`config.mk`:
```
export PLATFORM = sky130hd
export DESIGN_NAME = rec_ctrl
export DESIGN_NICKNAME = d
export VERILOG_FILES = /design/src/rec_pkg.sv /design/src/rec_ctrl.sv
export SDC_FILE = /design/constraint.sdc
export NUM_CORES = 1
export LEC_CHECK = 0
export BUFFER_PORTS_ARGS = -buffer_cell sky130_fd_sc_hd__buf_2
export CAP_MARGIN = 20
export CORE_AREA = 5 5 42 44
export CTS_CLUSTER_SIZE = 25
export DETAILED_ROUTE_END_ITERATION = 6
export DIE_AREA = 0 0 47 49
export PLACE_DENSITY = 0.49
export SYNTH_ARGS = -nofsm -noshare
export SYNTH_HDL_FRONTEND = slang
export SYNTH_SLANG_ARGS = --single-unit
```
`constraint.sdc`:
```
create_clock -name clk -period 1.9 [get_ports clk]
set_input_delay 0.095 -clock clk [delete_from_list [all_inputs] [get_ports clk]]
set_output_delay 0.095 -clock clk [all_outputs]
set_load 0.05 [all_outputs]
```
`src/rec_pkg.sv`:
```
// Shared constants, types and state codes for the row edge count mode block.
`timescale 1ns / 1ps

package rec_pkg;

    localparam int CountW   = 10;
    localparam int BinW     = 11;
    localparam int HistDepth = 1024;
    localparam int AddrW    = $clog2(HistDepth);

    localparam logic [CountW-1:0] COUNT_MAX = {CountW{1'b1}};
    localparam logic [BinW-1:0]   BIN_MAX   = {BinW{1'b1}};
    localparam logic [AddrW-1:0]  ADDR_LAST = AddrW'(HistDepth - 1);

    typedef logic [CountW-1:0] count_t;
    typedef logic [BinW-1:0]   bin_t;
    typedef logic [AddrW-1:0]  addr_t;

    // Controller states, one-hot
    typedef enum logic [3:0] {
        ST_CLEAR  = 4'b0001,
        ST_IDLE   = 4'b0010,
        ST_UPDATE = 4'b0100,
        ST_EMIT   = 4'b1000
    } rec_state_t;

    // Commands from controller to datapath
    typedef struct packed {
        logic count_take;   // pixel accepted that is not a row end
        logic row_close;    // row-end pixel accepted: read the bin
        logic bin_update;   // write incremented bin, update mode
        logic out_load;     // move mode into result register
        logic clear_step;   // zero one histogram entry
    } rec_cmd_t;

    // Status from datapath to controller
    typedef struct packed {
        logic out_busy;     // result register full and not taken this cycle
        logic clear_last;   // clear sweep at its final entry
    } rec_status_t;

endpackage

```
`src/rec_ctrl.sv`:
```
// Controller state machine: pixel intake, bin update, result hand-off, clear sweep.
`timescale 1ns / 1ps

module rec_ctrl (
    input  logic               clk,
    input  logic               rst_n,
    input  logic               in_valid,
    input  logic               last_in_row,
    input  logic               last_in_frame,
    output logic               in_ready,
    input  rec_pkg::rec_status_t status,
    output rec_pkg::rec_cmd_t    cmd
);
    import rec_pkg::*;

    rec_state_t state_reg;
    rec_state_t state_next;
    logic       frame_reg;
    logic       frame_next;
    logic       take;
    logic       row_end;

    assign in_ready = (state_reg == ST_IDLE);
    assign take     = in_valid && in_ready;
    assign row_end  = last_in_row || last_in_frame;

    // Decode next state and commands
    always_comb
    begin
        state_next = state_reg;
        frame_next = frame_reg;
        cmd        = '0;
        unique case (state_reg)
            ST_CLEAR:
            begin
                cmd.clear_step = 1'b1;
                if (status.clear_last)
                begin
                    state_next = ST_IDLE;
                end
            end
            ST_IDLE:
            begin
                cmd.count_take = take && !row_end;
                cmd.row_close  = take && row_end;
                if (take && row_end)
                begin
                    frame_next = last_in_frame;
                    state_next = ST_UPDATE;
                end
            end
            ST_UPDATE:
            begin
                cmd.bin_update = 1'b1;
                state_next     = frame_reg ? ST_EMIT : ST_IDLE;
            end
            ST_EMIT:
            begin
                if (!status.out_busy)
                begin
                    cmd.out_load = 1'b1;
                    state_next   = ST_CLEAR;
                end
            end
            default:
            begin
                state_next = ST_CLEAR;
            end
        endcase
    end

    // Hold state; reset starts with a clear sweep
    always_ff @(posedge clk or negedge rst_n)
    begin
        if (!rst_n)
        begin
            state_reg <= ST_CLEAR;
            frame_reg <= 1'b0;
        end
        else
        begin
            state_reg <= state_next;
            frame_reg <= frame_next;
        end
    end

endmodule

```
**Yosys cells after proc, flatten, opt, wreduce, memory -nomap -nowiden**

Index checks and enable logic that the tools add are counted.

- Input bits: 7
- Flip-flop bits (word level): 5
- Logic and storage cells: 26

- Multiplexer cells: 10
- Equal/unequal tests: 7
- Reductions and logical operators: 7

Operators with widths:

| kind | count |
|---|---|
| $mux 4 | 4 |
| $pmux 4 s4 | 1 |
| $eq 4x1->1 const B | 1 |
| $eq 4x2->1 const B | 1 |
| $eq 4x3->1 const B | 1 |
| $eq 4x4->1 const B | 1 |
| $mux 1 | 4 |
| $ne 2x2->1 const B | 2 |
| $logic_and 1x1->1 | 3 |
| $reduce_and 3->1 | 1 |
| $mux 2 | 1 |
| $ne 2x1->1 const B | 1 |
| $reduce_and 2->1 | 1 |
| $logic_not 1->1 | 1 |
| $logic_or 1x1->1 | 1 |

**Depth between registers and ports, before layout**

- Depth in word-level cells: 5
- Depth in mapped cells: 5
- Mapped depth without buffers: 4

**Least setup slack after synthesis**

No wires, ideal clock.

- Kind: reg2reg
- Start point: register state_reg[0]
- End point: register state_reg[0]
- Slack: -0.763 ns
- Arrival time: 2.585 ns
- Path buffers: 1
- Clock period less this slack: 2.663 ns
- Cell stages (with the launch flop): 5
- Required time: 1.821 ns
- Cells stage by stage: dfstp_2 > buf_2 > nor4b_1 > nand2b_1 > o21ai_0

- Longest elaborated chain between the ends: 5
- Elaborated cells on any way between the ends: 11
- Those cells by class: 7 x eq/ne; 1 x mux; 3 x reduce/logical

Ends and longest elaborated chain:

| item | RTL line | text |
|---|---|---|
| from (decl) | rec_ctrl.sv:16 | `rec_state_t state_reg;` |
| from (signal assigned) | rec_ctrl.sv:82 | `state_reg <= state_next;` |
| $eq 4x2->1 | rec_ctrl.sv:23, rec_ctrl.sv:33 |  |
| $logic_and 1x1->1 | rec_ctrl.sv:24 | `assign take = in_valid && in_ready;` |
| $logic_and 1x1->1 | rec_ctrl.sv:46 | `if (take && row_end)` |
| $ne 2x1->1 (no line) | -- |  |
| $reduce_and 3->1 (no line) | -- |  |

Parallel ways exist; a longest one is shown, timed or not.
A chain may end at the register's enable or synchronous reset.

==> reports/results.ini <==
[critical_path]
crit_fanout=9
cp-start-kind=flop
crit_required_ns=1.80
arrival_ns=1.71
crit_type=flop to output port
end_kind=output port

[logic_synthesis]
synth_top_flop_cell=dfrtp_1
ys_types=28
synth_top_cell_by_area=dfrtp_1
yosys_warnings=0
netlist_area_um2=387
avgSynthCellArea_um2=9.67
ys_seq_elements=5
yosysSeqAreaShare_pct=32.7
synth_top_area_share_pct=25.9
netlist_instances=40
async_flop_share_pct=100
synth_area_leaders=dfrtp_1, dfstp_2, nor4b_4, o21ai_0, nor4b_1
synthesis.nets=47
synth_edf_count=0

[cells_and_area]
final_cell_mix=buf_2, o21ai_0, dfrtp_1
largest_reg_flops=4
layout.cells.non_filler=71
utilization_pct=36.7
areaGrowthSynthToFinish_pct=33.0
drive_above_1_share_pct=47.3
final_nets=63
layout_commonest_cell=buf_2
seq_area_um2=126
diodes=0
fill_cells=158
multiInputGateArea_um2=253

[routing]
wl_per_cell_um=11.7
wl_met1_um=375
wl_um=832
ant_nets=0
vias=345
drtIter0Drc=4
highest_layer=met3
wl_met3_um=71
drt_first_pass_iters=2
wl_met2_um=385
drcViolationCount=0
vias_per_cell=4.86

[placement]
dp.cells=65
dp_hpwl_um=668
pre_cts_slack_ns=0.301
portBuffers=12
gp_congestion=0.682

[clock_tree]
clock-sinks=5
cts-root-buf=clkbuf_4
clkTransAtPathRegs_ns=0.04
cts_buffers=3
ctsHtreeMaxLevel=1
clockBufferDepth=2
post_cts_resize_count=0
cts_tree=yes
clock_latency_ns=0.24

[timing]
finalCriticalPeriod_ns=1.81
min_period_over_period_pct=95.2
finalWorstSetupSlack_ns=0.0918
tns_ns=0
rsz0062_at_grt=no
fin_skew_ns=0.00366
final_max_slew_viol_count=0
fmax_ghz=0.553
finalSetupViolations=0
relSlewSlack_pct=73.9
worst-slew-pin-transition_ns=0.390
hold_viol=0

[die]
ios=13
dieArea_mm2=0.00230
start_util_pct=27.6
die_h_um=49
fp-row-count=14
fp.dieW_um=47
coreArea_mm2=0.00140

[power]
power_uw=755
peakVddDrop_mv=0.680
power_switching_uw=351
seqPwrFrac_pct=31.6
p_leak_uw=0.000238
sw_frac_of_total_pct=46.5
p_clk_share_pct=15.6
power_frac_comb_pct=52.8
power_density_mw_per_mm2=1470
p_int_uw=404

[global_route]
grt_use_total_pct=8.41
antenna_found_initial=0
grt_overflow=0
grt_first_pass_wirelength_um=1410
grt_max_degree=11
first_global_vias=329

[hold_path]
hold_path.class=input port to flop

[status]
outcome=finished, final reports clean

[job]
maxCapViolCount=0

routing by layer:
| metal | vias to the layer above | GRT usage (%) |
|---|---|---|
| li1 | 179 | - |
| met5 | - | 0 |
| met4 | 0 | 2.76 |
| met2 | 10 | 11.5 |
| met3 | 0 | 4.80 |
| met1 | 156 | 10.9 |
what timing repair did:
action	in CTS	in global routing
setup buffers	0	1
endpoints found under the hold margin	5	0
endpoints found under the setup margin	0	1
hold buffers	1	0
cells by family (layout without fill, tap and decap cells):
group / after synthesis / after routing / synth area share (%)
and+or+nand+nor: 18 / 18 / 31.7
buffers and inverters: 5 / 20 / 8.09
xor gates and xnor gates: 1 / 1 / 2.27
AOI/OAI and AO/OA: 11 / 11 / 25.2
DFF: 5 / 5 / 32.7
power by group through the flow:
stage                     Clock (µW)  Combinational, µW  Sequential [µW]
final                            118                398              238
after global routing             131                438              247
after CTS                        125                391              238
after detailed placement           0                389              239
after global placement             0                392              239
after floorplan                    0                404              167
synth_stat cells (2+ instances only):
master   number
nor4b_1       2
dfrtp_1       4
nor3_1        2
nand3_1       2
nand2_1       2
o21ai_0       4
nor2_1        3
per-stage QoR:
stage	hold WS [ns]	instance area (µm²)
floorplan	-0.201	410
global placement	-0.0878	470
detailed placement	-0.0891	470
CTS	0.132	507
global route	0.145	514
finish	0.137	514
final timing paths:
| path | startpoint | to | slack, ns | cells after the start |
|---|---|---|---|---|
| setup / recovery | state_reg[1]$_DFFE_PN0P_ | cmd[4] | 0.09 | 4 |
| hold / removal | status[0] | state_reg[0]$_DFFE_PN1P_ | 0.14 | 3 |
| setup reg to reg | state_reg[1]$_DFFE_PN0P_ | state_reg[1]$_DFFE_PN0P_ | 0.38 | 4 |
| hold reg to reg | frame_reg$_DFFE_PN0P_ | frame_reg$_DFFE_PN0P_ | 0.53 | 1 |
| max in group asynchronous | rst_n | state_reg[0]$_DFFE_PN1P_ | 1.50 | 2 |
| min in group asynchronous | rst_n | state_reg[3]$_DFFE_PN0P_ | 0.19 | 2 |
critical path, stage by stage, from the launching register on:
cell and delay [ns]:
dfrtp_1 0.51, nor4b_4 0.42, nand2_1 0.15, nor3_4 0.11, buf_2 0.28
final cells by class:
type | instances | share of cell area (%)
sequential | 5 | 24.6
timing repair buffer | 15 | 16.5
multi-input combinational | 30 | 49.1
clock buffer | 4 | 5.11
tap | 16 | 3.89
inverter | 1 | 0.730
(Power assumes the default switching activity.)
